===== src/hdl/tdp_pkg.sv =====
// Types and constants shared by the trapezoidal distance profile block.
// Depends on nothing; every other file but tdp_if imports it.
package tdp_pkg;

	// Divider geometry: the dividend covers v^2 * max_output, the divisor 30 * accel
	localparam int DIVIDEND_W = 48;
	localparam int DIVISOR_W  = 32;
	localparam int DIV_CNT_W  = 6;

	// Field widths
	localparam int DT_W     = 20;
	localparam int POS_W    = 32;
	localparam int VEL_W    = 16;
	localparam int SPEED_W  = 15;
	localparam int ACCEL_W  = 24;
	localparam int OUTPUT_W = 16;
	localparam int CFG_W    = 24;
	localparam int CFG_IDX_W = 2;

	// Step scaler: accel * dt (44 bits) over 2000000 = 2^7 * 15625
	localparam int STEP_NUM_W    = 44;
	localparam int STEP_W        = 24;
	localparam int STEP_T_W      = 30;
	localparam int STEP_RECIP_SH = 44;
	localparam logic [13:0] STEP_ODD   = 14'd15625;
	// ceil(2^44 / 15625), exact for partial dividends below 2^30
	localparam logic [30:0] STEP_RECIP = 31'd1125899907;
	// Stopping distance divisor factor (60 and 2 folded with the Q formats)
	localparam logic [4:0] STOP_DIV = 5'd30;

	// Register reset values
	localparam logic [SPEED_W-1:0]  MAX_SPEED_RST  = 15'd16384;
	localparam logic [ACCEL_W-1:0]  MAX_ACCEL_RST  = 24'd65536;
	localparam logic [OUTPUT_W-1:0] MAX_OUTPUT_RST = 16'd1000;
	localparam logic [DT_W-1:0]     TIMEOUT_RST    = 20'd100000;

	typedef enum logic [CFG_IDX_W-1:0] {
		REG_MAX_SPEED  = 2'd0,
		REG_MAX_ACCEL  = 2'd1,
		REG_MAX_OUTPUT = 2'd2,
		REG_TIMEOUT_US = 2'd3
	} cfg_reg_t;

	typedef enum logic [2:0] {
		ST_IDLE,
		ST_PRODUCT,
		ST_SCALE,
		ST_DIV_START,
		ST_DIV_WAIT,
		ST_COMMIT
	} ctrl_state_t;

	typedef struct packed {
		logic capture;
		logic product;
		logic scale;
		logic div_start;
		logic commit;
	} dp_cmd_t;

	typedef struct packed {
		logic div_busy;
	} dp_status_t;

endpackage


===== src/hdl/tdp_if.sv =====
// Valid/ready channels of the trapezoidal distance profile block: tick words in,
// result words out. Depends on nothing.
interface tdp_tick_if;
	logic               valid;
	logic               ready;
	logic [19:0]        elapsed_us;
	logic signed [31:0] target_distance;
	logic signed [31:0] current_position;
	logic signed [15:0] motor_feedback;

	modport source (
		output valid, elapsed_us, target_distance, current_position, motor_feedback,
		input  ready
	);
	modport sink (
		input  valid, elapsed_us, target_distance, current_position, motor_feedback,
		output ready
	);
endinterface

interface tdp_result_if;
	logic               valid;
	logic               ready;
	logic signed [15:0] motor_command;
	logic               done_res;
	logic               braking;

	modport source (
		output valid, motor_command, done_res, braking,
		input  ready
	);
	modport sink (
		input  valid, motor_command, done_res, braking,
		output ready
	);
endinterface


===== src/hdl/trapezoidal_distance_profile.sv =====
// Trapezoidal distance profile: one velocity command word per control tick word.
// Each tick runs from acceptance to a valid result word through the product,
// scale and divider start states, the 48-step bit-serial stopping distance
// divider and one update state. The velocity step is scaled by a reciprocal
// multiply alongside the division. One tick is worked at a time; the next
// tick word is accepted in the cycle after the result is written. The tick
// channel is ready again even if the result word has not been taken; that
// tick then holds its update until the output register is free.
// Configuration writes take effect at once and belong only to idle periods.
// Depends on tdp_pkg, tdp_if, tdp_ctrl, tdp_dp.
module trapezoidal_distance_profile import tdp_pkg::*; (
	input  logic                 clk,
	input  logic                 arst_n,
	input  logic                 cfg_we,
	input  logic [CFG_IDX_W-1:0] cfg_index,
	input  logic [CFG_W-1:0]     cfg_data,
	tdp_tick_if.sink             tick,
	tdp_result_if.source         result
);

	dp_cmd_t    cmd;
	dp_status_t status;

	// Sequence the tick through the datapath
	tdp_ctrl u_ctrl (
		.clk       (clk),
		.arst_n    (arst_n),
		.in_valid  (tick.valid),
		.in_ready  (tick.ready),
		.out_valid (result.valid),
		.out_ready (result.ready),
		.status    (status),
		.cmd       (cmd)
	);

	// Arithmetic and state
	tdp_dp u_dp (
		.clk              (clk),
		.arst_n           (arst_n),
		.cfg_we           (cfg_we),
		.cfg_index        (cfg_index),
		.cfg_data         (cfg_data),
		.elapsed_us       (tick.elapsed_us),
		.target_distance  (tick.target_distance),
		.current_position (tick.current_position),
		.motor_feedback   (tick.motor_feedback),
		.cmd              (cmd),
		.status           (status),
		.motor_command    (result.motor_command),
		.done_res         (result.done_res),
		.braking          (result.braking)
	);

endmodule


===== src/hdl/tdp_div.sv =====
// Restoring unsigned divider, one quotient bit per cycle, and the velocity
// step scaler that divides by a constant. Depends on tdp_pkg for its widths.
module tdp_div import tdp_pkg::*; (
	input  logic                  clk,
	input  logic                  arst_n,
	input  logic                  start,
	input  logic [DIVIDEND_W-1:0] dividend,
	input  logic [DIVISOR_W-1:0]  divisor,
	output logic                  busy,
	output logic [DIVIDEND_W-1:0] quotient
);

	logic                  busy_q;
	logic [DIV_CNT_W-1:0]  cnt_q;
	logic [DIVISOR_W-1:0]  rem_q;
	logic [DIVIDEND_W-1:0] quo_q;
	logic [DIVISOR_W:0]    rem_sh;
	logic [DIVISOR_W:0]    diff;
	logic                  take;

	// Shift in the next dividend bit and try a subtract
	assign rem_sh = {rem_q, quo_q[DIVIDEND_W-1]};
	assign diff   = rem_sh - {1'b0, divisor};
	assign take   = rem_sh >= {1'b0, divisor};

	// Count the iterations
	always_ff @(posedge clk or negedge arst_n) begin
		if (!arst_n) begin
			busy_q <= 1'b0;
			cnt_q  <= '0;
		end else if (start) begin
			busy_q <= 1'b1;
			cnt_q  <= '0;
		end else if (busy_q) begin
			if (cnt_q == DIV_CNT_W'(DIVIDEND_W - 1)) begin
				busy_q <= 1'b0;
			end
			cnt_q <= cnt_q + 1'b1;
		end
	end

	// Partial remainder and quotient share one shift register pair
	always_ff @(posedge clk) begin
		if (start) begin
			rem_q <= '0;
			quo_q <= dividend;
		end else if (busy_q) begin
			rem_q <= take ? diff[DIVISOR_W-1:0] : rem_sh[DIVISOR_W-1:0];
			quo_q <= {quo_q[DIVIDEND_W-2:0], take};
		end
	end

	assign busy     = busy_q;
	assign quotient = quo_q;

endmodule

// Velocity step scaler: drop the factor 2^7 by a shift, then divide by 15625
// with a reciprocal multiply, one 16-bit quotient digit at a time.
module tdp_step_div import tdp_pkg::*; (
	input  logic                  clk,
	input  logic                  arst_n,
	input  logic                  start,
	input  logic [STEP_NUM_W-1:0] dividend,
	output logic                  busy,
	output logic [STEP_W-1:0]     quotient
);

	logic                busy_q;
	logic [1:0]          phase_q;
	logic [STEP_T_W-1:0] part_q;
	logic [15:0]         low_q;
	logic [15:0]         digit_q;
	logic [7:0]          high_q;
	logic [STEP_W-1:0]   quo_q;
	logic [60:0]         prod;
	logic [STEP_T_W-1:0] back;
	logic [13:0]         rem;

	// Estimate the digit of the partial dividend; remainder from the digit
	assign prod = 61'(part_q) * 61'(STEP_RECIP);
	assign back = STEP_T_W'(digit_q) * STEP_T_W'(STEP_ODD);
	assign rem  = 14'(part_q - back);

	// Walk the four phases
	always_ff @(posedge clk or negedge arst_n) begin
		if (!arst_n) begin
			busy_q  <= 1'b0;
			phase_q <= '0;
		end else if (start) begin
			busy_q  <= 1'b1;
			phase_q <= '0;
		end else if (busy_q) begin
			if (phase_q == 2'd3) begin
				busy_q <= 1'b0;
			end
			phase_q <= phase_q + 2'd1;
		end
	end

	// High digit from the top 21 bits, low digit from the remainder and 16 more
	always_ff @(posedge clk) begin
		if (start) begin
			part_q <= STEP_T_W'(dividend[STEP_NUM_W-1:23]);
			low_q  <= dividend[22:7];
		end else if (busy_q) begin
			if (!phase_q[0]) begin
				digit_q <= prod[STEP_RECIP_SH +: 16];
			end else if (!phase_q[1]) begin
				high_q <= digit_q[7:0];
				part_q <= {rem, low_q};
			end else begin
				quo_q <= {high_q, digit_q};
			end
		end
	end

	assign busy     = busy_q;
	assign quotient = quo_q;

endmodule


===== src/hdl/tdp_ctrl.sv =====
// Sequencer of the trapezoidal distance profile: steps one tick word through
// the datapath and owns the result valid flag. Depends on tdp_pkg.
module tdp_ctrl import tdp_pkg::*; (
	input  logic       clk,
	input  logic       arst_n,
	input  logic       in_valid,
	output logic       in_ready,
	output logic       out_valid,
	input  logic       out_ready,
	input  dp_status_t status,
	output dp_cmd_t    cmd
);

	ctrl_state_t state_q;
	ctrl_state_t state_d;
	logic        out_valid_q;
	logic        slot_free;

	// The result register can take a word if empty or being drained this cycle
	assign slot_free = !out_valid_q || out_ready;

	always_ff @(posedge clk or negedge arst_n) begin
		if (!arst_n) begin
			state_q <= ST_IDLE;
		end else begin
			state_q <= state_d;
		end
	end

	// Next state and datapath commands
	always_comb begin
		state_d  = state_q;
		cmd      = '0;
		in_ready = 1'b0;
		unique case (state_q)
			ST_IDLE: begin
				in_ready = 1'b1;
				if (in_valid) begin
					cmd.capture = 1'b1;
					state_d     = ST_PRODUCT;
				end
			end
			ST_PRODUCT: begin
				cmd.product = 1'b1;
				state_d     = ST_SCALE;
			end
			ST_SCALE: begin
				cmd.scale = 1'b1;
				state_d   = ST_DIV_START;
			end
			ST_DIV_START: begin
				cmd.div_start = 1'b1;
				state_d       = ST_DIV_WAIT;
			end
			ST_DIV_WAIT: begin
				if (!status.div_busy) begin
					state_d = ST_COMMIT;
				end
			end
			ST_COMMIT: begin
				if (slot_free) begin
					cmd.commit = 1'b1;
					state_d    = ST_IDLE;
				end
			end
			default: begin
				state_d = ST_IDLE;
			end
		endcase
	end

	// Hold the result valid until the word is taken
	always_ff @(posedge clk or negedge arst_n) begin
		if (!arst_n) begin
			out_valid_q <= 1'b0;
		end else if (cmd.commit) begin
			out_valid_q <= 1'b1;
		end else if (out_ready) begin
			out_valid_q <= 1'b0;
		end
	end

	assign out_valid = out_valid_q;

endmodule


===== src/hdl/tdp_dp.sv =====
// Datapath of the trapezoidal distance profile: configuration registers, move
// state, products, the stopping distance divider, the step scaler and the
// velocity update. Depends on tdp_pkg, tdp_div.
module tdp_dp import tdp_pkg::*; (
	input  logic                     clk,
	input  logic                     arst_n,
	input  logic                     cfg_we,
	input  logic [CFG_IDX_W-1:0]     cfg_index,
	input  logic [CFG_W-1:0]         cfg_data,
	input  logic [DT_W-1:0]          elapsed_us,
	input  logic signed [POS_W-1:0]  target_distance,
	input  logic signed [POS_W-1:0]  current_position,
	input  logic signed [VEL_W-1:0]  motor_feedback,
	input  dp_cmd_t                  cmd,
	output dp_status_t               status,
	output logic signed [VEL_W-1:0]  motor_command,
	output logic                     done_res,
	output logic                     braking
);

	// Configuration
	logic [SPEED_W-1:0]  max_speed_q;
	logic [ACCEL_W-1:0]  max_accel_q;
	logic [OUTPUT_W-1:0] max_output_q;
	logic [DT_W-1:0]     timeout_q;

	// Move state
	logic                    running_q;
	logic                    decel_q;
	logic signed [VEL_W-1:0] velocity_q;
	logic signed [POS_W-1:0] start_pos_q;

	// Per-tick working registers
	logic [DT_W-1:0]          dt_q;
	logic signed [POS_W-1:0]  target_q;
	logic signed [POS_W-1:0]  pos_q;
	logic [31:0]              vv_q;
	logic [STEP_NUM_W-1:0]    accdt_q;
	logic [28:0]              den_q;
	logic signed [34:0]       remain_q;
	logic [46:0]              num_q;
	logic signed [VEL_W-1:0]  cmd_q;
	logic                     done_q;
	logic                     braking_q;

	logic                  timed_out;
	logic [ACCEL_W-1:0]    acc_eff;
	logic [VEL_W-1:0]      vabs;
	logic                  busy_stop;
	logic                  busy_step;
	logic [DIVIDEND_W-1:0] stop_quo;
	logic [STEP_W-1:0]     step_quo;

	// Write configuration registers
	always_ff @(posedge clk or negedge arst_n) begin
		if (!arst_n) begin
			max_speed_q  <= MAX_SPEED_RST;
			max_accel_q  <= MAX_ACCEL_RST;
			max_output_q <= MAX_OUTPUT_RST;
			timeout_q    <= TIMEOUT_RST;
		end else if (cfg_we) begin
			unique case (cfg_reg_t'(cfg_index))
				REG_MAX_SPEED:  max_speed_q  <= cfg_data[SPEED_W-1:0];
				REG_MAX_ACCEL:  max_accel_q  <= cfg_data[ACCEL_W-1:0];
				REG_MAX_OUTPUT: max_output_q <= cfg_data[OUTPUT_W-1:0];
				REG_TIMEOUT_US: timeout_q    <= cfg_data[DT_W-1:0];
				default: ;
			endcase
		end
	end

	assign timed_out = elapsed_us > timeout_q;
	assign acc_eff   = (max_accel_q == '0) ? ACCEL_W'(1) : max_accel_q;
	assign vabs      = velocity_q[VEL_W-1] ? VEL_W'(-velocity_q) : VEL_W'(velocity_q);

	// Velocity update from stopping distance and step
	logic [DIVIDEND_W-1:0] stop_val;
	logic [STEP_W-1:0]  step_val;
	logic signed [25:0] v_ext;
	logic signed [25:0] step_ext;
	logic signed [25:0] vmax_ext;
	logic signed [25:0] v_up;
	logic signed [25:0] v_dn;
	logic signed [25:0] v_new;
	logic [34:0]        rem_mag;
	logic               hit;
	logic               dec_new;
	logic               end_move;
	logic signed [VEL_W-1:0] cmd_new;

	assign stop_val = stop_quo;
	assign step_val = step_quo;
	assign v_ext    = 26'(velocity_q);
	assign step_ext = signed'({2'b00, step_val});
	assign vmax_ext = signed'({11'd0, max_speed_q});
	assign v_up     = v_ext + step_ext;
	assign v_dn     = v_ext - step_ext;
	assign rem_mag  = remain_q[34] ? 35'(-remain_q) : 35'(remain_q);

	always_comb begin
		end_move = 1'b0;
		v_new    = v_ext;
		if (!target_q[POS_W-1]) begin
			// Forward move: brake once the stopping distance covers what is left
			hit     = remain_q[34] || (stop_val >= DIVIDEND_W'(rem_mag));
			dec_new = decel_q || hit;
			if (!dec_new) begin
				v_new = (v_up <= vmax_ext) ? v_up : vmax_ext;
			end else if (v_dn >= 26'sd0) begin
				v_new = v_dn;
			end else begin
				v_new    = '0;
				end_move = 1'b1;
			end
		end else begin
			// Reverse move, mirrored
			hit     = !remain_q[34] || (stop_val >= DIVIDEND_W'(rem_mag));
			dec_new = decel_q || hit;
			if (!dec_new) begin
				v_new = (v_dn >= -vmax_ext) ? v_dn : -vmax_ext;
			end else if (v_up <= 26'sd0) begin
				v_new = v_up;
			end else begin
				v_new    = '0;
				end_move = 1'b1;
			end
		end
		// Negate with saturation of the most negative code
		if (v_new == -26'sd32768) begin
			cmd_new = 16'sh7FFF;
		end else begin
			cmd_new = VEL_W'(-v_new);
		end
	end

	// Move state: seed on capture when not running or timed out, advance on commit
	always_ff @(posedge clk or negedge arst_n) begin
		if (!arst_n) begin
			running_q   <= 1'b0;
			decel_q     <= 1'b0;
			velocity_q  <= '0;
			start_pos_q <= '0;
		end else if (cmd.capture) begin
			if (timed_out || !running_q) begin
				running_q   <= 1'b1;
				decel_q     <= 1'b0;
				velocity_q  <= motor_feedback;
				start_pos_q <= current_position;
			end
		end else if (cmd.commit) begin
			running_q  <= !end_move;
			decel_q    <= dec_new;
			velocity_q <= v_new[VEL_W-1:0];
		end
	end

	// Working registers and result word
	always_ff @(posedge clk) begin
		if (cmd.capture) begin
			dt_q     <= timed_out ? '0 : elapsed_us;
			target_q <= target_distance;
			pos_q    <= current_position;
		end
		if (cmd.product) begin
			vv_q     <= vabs * vabs;
			accdt_q  <= acc_eff * dt_q;
			den_q    <= 29'(acc_eff) * 29'(STOP_DIV);
			remain_q <= 35'(target_q) - (35'(pos_q) - 35'(start_pos_q));
		end
		if (cmd.scale) begin
			num_q <= vv_q[30:0] * max_output_q;
		end
		if (cmd.commit) begin
			cmd_q     <= cmd_new;
			done_q    <= end_move;
			braking_q <= dec_new;
		end
	end

	// Stopping distance divider and step scaler run side by side
	tdp_div u_div_stop (
		.clk      (clk),
		.arst_n   (arst_n),
		.start    (cmd.div_start),
		.dividend (DIVIDEND_W'(num_q)),
		.divisor  (DIVISOR_W'(den_q)),
		.busy     (busy_stop),
		.quotient (stop_quo)
	);

	tdp_step_div u_div_step (
		.clk      (clk),
		.arst_n   (arst_n),
		.start    (cmd.div_start),
		.dividend (accdt_q),
		.busy     (busy_step),
		.quotient (step_quo)
	);

	assign status.div_busy = busy_stop || busy_step;
	assign motor_command   = cmd_q;
	assign done_res        = done_q;
	assign braking         = braking_q;

endmodule

===== src/flat_wrapper.sv =====
// flat-port wrapper written by rule: the top's interface ports become plain ports
module trapezoidal_distance_profile_flat import tdp_pkg::*;
  (clk, arst_n, cfg_we, cfg_index, cfg_data, tick_valid, tick_elapsed_us, tick_target_distance, tick_current_position, tick_motor_feedback, tick_ready, result_valid, result_motor_command, result_done_res, result_braking, result_ready);
  tdp_tick_if tick_i ();
  tdp_result_if result_i ();
  input  logic clk;
  input  logic arst_n;
  input  logic cfg_we;
  input  logic [CFG_IDX_W-1:0] cfg_index;
  input  logic [CFG_W-1:0] cfg_data;
  input wire logic [$bits(tick_i.valid)-1:0] tick_valid;
  input wire logic [$bits(tick_i.elapsed_us)-1:0] tick_elapsed_us;
  input wire logic [$bits(tick_i.target_distance)-1:0] tick_target_distance;
  input wire logic [$bits(tick_i.current_position)-1:0] tick_current_position;
  input wire logic [$bits(tick_i.motor_feedback)-1:0] tick_motor_feedback;
  output wire logic [$bits(tick_i.ready)-1:0] tick_ready;
  output wire logic [$bits(result_i.valid)-1:0] result_valid;
  output wire logic [$bits(result_i.motor_command)-1:0] result_motor_command;
  output wire logic [$bits(result_i.done_res)-1:0] result_done_res;
  output wire logic [$bits(result_i.braking)-1:0] result_braking;
  input wire logic [$bits(result_i.ready)-1:0] result_ready;
  assign tick_i.valid = tick_valid;
  assign tick_i.elapsed_us = tick_elapsed_us;
  assign tick_i.target_distance = tick_target_distance;
  assign tick_i.current_position = tick_current_position;
  assign tick_i.motor_feedback = tick_motor_feedback;
  assign tick_ready = tick_i.ready;
  assign result_valid = result_i.valid;
  assign result_motor_command = result_i.motor_command;
  assign result_done_res = result_i.done_res;
  assign result_braking = result_i.braking;
  assign result_i.ready = result_ready;
  trapezoidal_distance_profile u_core (.clk(clk), .arst_n(arst_n), .cfg_we(cfg_we), .cfg_index(cfg_index), .cfg_data(cfg_data), .tick(tick_i), .result(result_i));
endmodule

===== config.mk =====
export PLATFORM = sky130hd
export DESIGN_NAME = trapezoidal_distance_profile_flat
export DESIGN_NICKNAME = d
export VERILOG_FILES = /design/src/hdl/tdp_pkg.sv /design/src/hdl/tdp_if.sv /design/src/hdl/trapezoidal_distance_profile.sv /design/src/hdl/tdp_div.sv /design/src/hdl/tdp_ctrl.sv /design/src/hdl/tdp_dp.sv /design/src/flat_wrapper.sv
export SDC_FILE = /design/constraint.sdc
export NUM_CORES = 2
export LEC_CHECK = 0
export ABC_AREA = 0
export BUFFER_PORTS_ARGS = -buffer_cell sky130_fd_sc_hd__buf_2
export CAP_MARGIN = 20
export CORE_AREA = 2 2 409 411
export DETAILED_ROUTE_END_ITERATION = 10
export DIE_AREA = 0 0 411 413
export MAX_ROUTING_LAYER = met4
export PLACE_DENSITY = 0.69
export SETUP_SLACK_MARGIN = 0.02
export SKIP_LAST_GASP = 1
export SYNTH_ARGS = -nofsm -noshare
export SYNTH_HDL_FRONTEND = slang
export SYNTH_SLANG_ARGS = --single-unit

===== constraint.sdc =====
create_clock -name clk -period 15.3 [get_ports clk]
set_clock_uncertainty 0.2 [all_clocks]
set_input_delay 3.06 -clock clk [delete_from_list [all_inputs] [get_ports clk]]
set_output_delay 3.06 -clock clk [all_outputs]
set_load 0.01 [all_outputs]

==> impl_metrics.xml <==
<?xml version="1.0" encoding="UTF-8"?>
<metrics>
  <group name="finish">
    <metric name="most-common-layout-cells" unit="">sky130_fd_sc_hd__inv_1, sky130_fd_sc_hd__fa_1, sky130_fd_sc_hd__nand2_1, sky130_fd_sc_hd__ha_1, sky130_fd_sc_hd__edfxtp_1</metric>
    <metric name="layout-area-overhead-vs-synth" unit="%">6.76</metric>
    <metric name="final_common_cell" unit="">sky130_fd_sc_hd__inv_1</metric>
    <metric name="sequential_cell_area" unit="sq um">16600</metric>
    <metric name="post_route_cells_drive_above_1_share" unit="">0.0607</metric>
    <metric name="stdcell_area" unit="sq um">91300</metric>
    <metric name="final_nets" unit="">11300</metric>
    <metric name="filler_cell_count_in_the_final_layout" unit="">14700</metric>
    <metric name="multi_input_comb_area" unit="sq um">60800</metric>
  </group>
  <group name="logic_synthesis">
    <metric name="synth_flop_cell" unit="">sky130_fd_sc_hd__edfxtp_1</metric>
    <metric name="synthDistinctLibCells" unit="">98</metric>
    <metric name="synthesis.area_per_instance" unit="sq um">9.73</metric>
    <metric name="flip_flop_and_latch_count_after_synthesis" unit="">591</metric>
    <metric name="ys.warnings.count" unit="">0</metric>
    <metric name="synth.cell_area" unit="sq um">85600</metric>
    <metric name="syn-instance-count" unit="">8792</metric>
    <metric name="count_of_flip_flops_with_a_built_in_enable_after_synthesis" unit="">410</metric>
    <metric name="share_of_synthesized_flip_flops_with_an_asynchronous_set_or_reset" unit="">0.235</metric>
    <metric name="seq_area_frac_synth" unit="">0.195</metric>
  </group>
  <group name="clock_network">
    <metric name="post_cts.resized_instances" unit="">0</metric>
    <metric name="post_cts.repair.setup_buffers" unit="">0</metric>
    <metric name="worst_skew_pair_later_pin_latency" unit="ns">0.71</metric>
    <metric name="cts_sinks" unit="">591</metric>
    <metric name="hold_buffers" unit="">0</metric>
    <metric name="clock-root-buffer" unit="">sky130_fd_sc_hd__clkbuf_16</metric>
    <metric name="cts-buffers-inserted" unit="">73</metric>
    <metric name="clk_pin_slew" unit="ns">0.07</metric>
    <metric name="htreeDepth" unit="">3</metric>
    <metric name="clockBufferDepth" unit="">3</metric>
    <metric name="clock_tree_from_tritoncts" unit="">done</metric>
  </group>
  <group name="grt">
    <metric name="antenna_found_initial" unit="">8</metric>
    <metric name="globalRoute.totalOverflow" unit="">0</metric>
    <metric name="globalRouteTotalUtil" unit="">0.296</metric>
    <metric name="grt_max_degree" unit="">81</metric>
    <metric name="vias_in_the_first_global_route" unit="">64900</metric>
    <metric name="grt_pass1_wl" unit="um">373000</metric>
  </group>
  <group name="worst_setup_path">
    <metric name="cp.buffers_inverters" unit="">5</metric>
    <metric name="cp_slowest_cell" unit="">sky130_fd_sc_hd__xor2_1</metric>
    <metric name="crit_top_cell" unit="">sky130_fd_sc_hd__fa_1</metric>
    <metric name="worst-path-max-fanout" unit="">13</metric>
    <metric name="critical_path_class" unit="">flop to flop</metric>
    <metric name="worst_path_largest_cell_delay" unit="ns">0.68</metric>
    <metric name="critPathTopFamily" unit="">adder cells</metric>
    <metric name="worst-endpoint-arrival" unit="ns">10.06</metric>
    <metric name="critical_path_required" unit="ns">15.54</metric>
    <metric name="crit_path_start_kind" unit="">flop</metric>
    <metric name="setup.worst_path.end_class" unit="">flop</metric>
  </group>
  <group name="routing">
    <metric name="routed_wirelength" unit="um">237000</metric>
    <metric name="vias" unit="">61400</metric>
    <metric name="detail_route.wl_per_cell" unit="um">21.4</metric>
    <metric name="route.detailed.drc" unit="">0</metric>
    <metric name="drt_pre_antenna_iters" unit="">5</metric>
    <metric name="vias_per_cell" unit="">5.53</metric>
    <metric name="ant_nets" unit="">0</metric>
    <metric name="drtIter0Drc" unit="">4563</metric>
  </group>
  <group name="timing">
    <metric name="max_clock_freq" unit="GHz">0.102</metric>
    <metric name="timing.hold.ws" unit="ns">0.215</metric>
    <metric name="rel_slew_slack" unit="">0.226</metric>
    <metric name="finalCriticalPeriod" unit="ns">9.82</metric>
    <metric name="setup_viol" unit="">0</metric>
    <metric name="final-hold-violation-count" unit="">0</metric>
    <metric name="drv_slew" unit="">0</metric>
    <metric name="post-route-period-util" unit="">0.642</metric>
    <metric name="final_layout_setup_total_negative_slack" unit="ns">0</metric>
    <metric name="rsz0062_at_grt" unit="">false</metric>
    <metric name="tightestPinTransition" unit="ns">1.16</metric>
  </group>
  <group name="placement">
    <metric name="gp_congestion" unit="">0.991</metric>
    <metric name="cell_area_reported_after_detailed_placement" unit="sq um">88800</metric>
    <metric name="hpwl" unit="um">191000</metric>
    <metric name="numPortBuffers" unit="">150</metric>
  </group>
  <group name="floorplan">
    <metric name="die_width" unit="um">411</metric>
    <metric name="die_area" unit="sq um">170000</metric>
    <metric name="floorplan.initialDensity" unit="">0.516</metric>
    <metric name="io_pins" unit="">151</metric>
    <metric name="die_y" unit="um">413</metric>
    <metric name="placeableCoreArea" unit="sq um">166000</metric>
    <metric name="std_cell_rows" unit="">150</metric>
  </group>
  <group name="worst_hold_path">
    <metric name="holdCritPathClass" unit="">flop to flop</metric>
  </group>
  <group name="job">
    <metric name="timing.max_cap.violations" unit="">0</metric>
  </group>
  <group name="run_status">
    <metric name="outcome" unit="">finished, final reports clean</metric>
  </group>
</metrics>
worst reg2reg max path, delay by kind of cell (launching register included):
| family | cells | cell delay (ns) |
|---|---|---|
| flip-flops | 1 | 0.55 |
| AO/OA/AOI/OAI | 8 | 1.85 |
| adder cells (fa/ha/maj) | 8 | 3.37 |
| XOR/XNOR | 2 | 0.78 |
| buffers and inverters | 5 | 1.16 |
| AND/OR/NAND/NOR | 7 | 1.64 |
sequential cells by signal, indices dropped and copies added, names as in the netlist, 15 cells and up:
name	cells
u_core.u_dp.accdt_q	37
u_core.u_dp.max_output_q	16
u_core.u_dp.remain_q	34
u_core.u_dp.u_div_stop.rem_q	32
u_core.u_dp.target_q	32
u_core.u_dp.u_div_step.quotient	24
u_core.u_dp.velocity_q	16
u_core.u_dp.u_div_step.digit_q	16
u_core.u_dp.timeout_q	20
u_core.u_dp.max_accel_q	24
u_core.u_dp.motor_command	16
u_core.u_dp.max_speed_q	15
u_core.u_dp.num_q	47
u_core.u_dp.den_q	28
u_core.u_dp.u_div_step.low_q	16
u_core.u_dp.u_div_step.part_q	30
u_core.u_dp.dt_q	20
u_core.u_dp.start_pos_q	32
u_core.u_dp.u_div_stop.quotient	48
u_core.u_dp.pos_q	32
u_core.u_dp.vv_q	30
routing by layer:
metal / routed length, um / global-route usage
met1: 102000 / 0.396
met2: 110000 / 0.465
met3: 17100 / 0.0463
met4: 7990 / 0.0902
met5: 0 / -
per-stage QoR:
step,setup slack (ns),instances,util
after CTS,5.45,11100,0.550
after global routing,4.86,11100,0.551
after global placement,5.81,11000,0.535
after floorplan,4.16,8809,-
after detailed placement,5.51,11000,0.535
final,5.48,11100,0.551
kinds of logic (layout without fill, tap and decap cells):
logic type,after synthesis,in the layout,synth area share
AND/OR/NAND/NOR,2257,2257,0.124
AO/OA/AOI/OAI,950,950,0.0717
multiplexers,120,120,0.0154
other,2,26,0.0000878
adder cells (fa/ha/maj),2359,2359,0.464
XOR/XNOR,324,324,0.0332
buffers and inverters,2189,2279,0.0965
flip-flops,591,591,0.195
synth_stat cells, types with 98 or more instances:
| cell type | n | share of area |
|---|---|---|
| sky130_fd_sc_hd__a21o_1 | 105 | 0.0092 |
| sky130_fd_sc_hd__a21oi_1 | 304 | 0.018 |
| sky130_fd_sc_hd__and2_1 | 388 | 0.028 |
| sky130_fd_sc_hd__clkbuf_1 | 267 | 0.012 |
| sky130_fd_sc_hd__dfrtp_1 | 125 | 0.037 |
| sky130_fd_sc_hd__edfxtp_1 | 410 | 0.14 |
| sky130_fd_sc_hd__fa_1 | 1357 | 0.32 |
| sky130_fd_sc_hd__ha_1 | 1002 | 0.15 |
| sky130_fd_sc_hd__inv_1 | 1897 | 0.083 |
| sky130_fd_sc_hd__nand2_1 | 1014 | 0.044 |
| sky130_fd_sc_hd__nor2_1 | 343 | 0.015 |
| sky130_fd_sc_hd__nor3_1 | 98 | 0.0057 |
| sky130_fd_sc_hd__o21ai_0 | 180 | 0.011 |
| sky130_fd_sc_hd__xnor2_1 | 217 | 0.022 |
| sky130_fd_sc_hd__xor2_1 | 107 | 0.011 |
final timing paths:
path                                                        from  slack, ns                                  end  cells after the start
worst max register to register         u_core.u_dp.velocity_q[0]       5.48                 u_core.u_dp.vv_q[30]                     30
max in group asynchronous                                 arst_n      10.87          u_core.u_dp.start_pos_q[18]                      3
min in group asynchronous                                 arst_n       2.17            u_core.u_dp.velocity_q[0]                      1
worst max-delay path                   u_core.u_dp.velocity_q[0]       5.48                 u_core.u_dp.vv_q[30]                     30
worst min-delay path            u_core.u_dp.u_div_step.high_q[2]       0.21  u_core.u_dp.u_div_step.quotient[18]                      0
worst min register to register  u_core.u_dp.u_div_step.high_q[2]       0.21  u_core.u_dp.u_div_step.quotient[18]                      0
area by class of cell:
type | count | share of cell area
Inverter | 1908 | 0.0785
Sequential cell | 591 | 0.182
Antenna cell | 7 | 0.000192
Multi-Input combinational cell | 6029 | 0.665
Clock inverter | 44 | 0.00582
Timing Repair Buffer | 235 | 0.0156
Tap cell | 2204 | 0.0302
Clock buffer | 92 | 0.0221
Power is not shown: default switching activity piles up to over one toggle a cycle in this logic, so the estimate is an artifact.
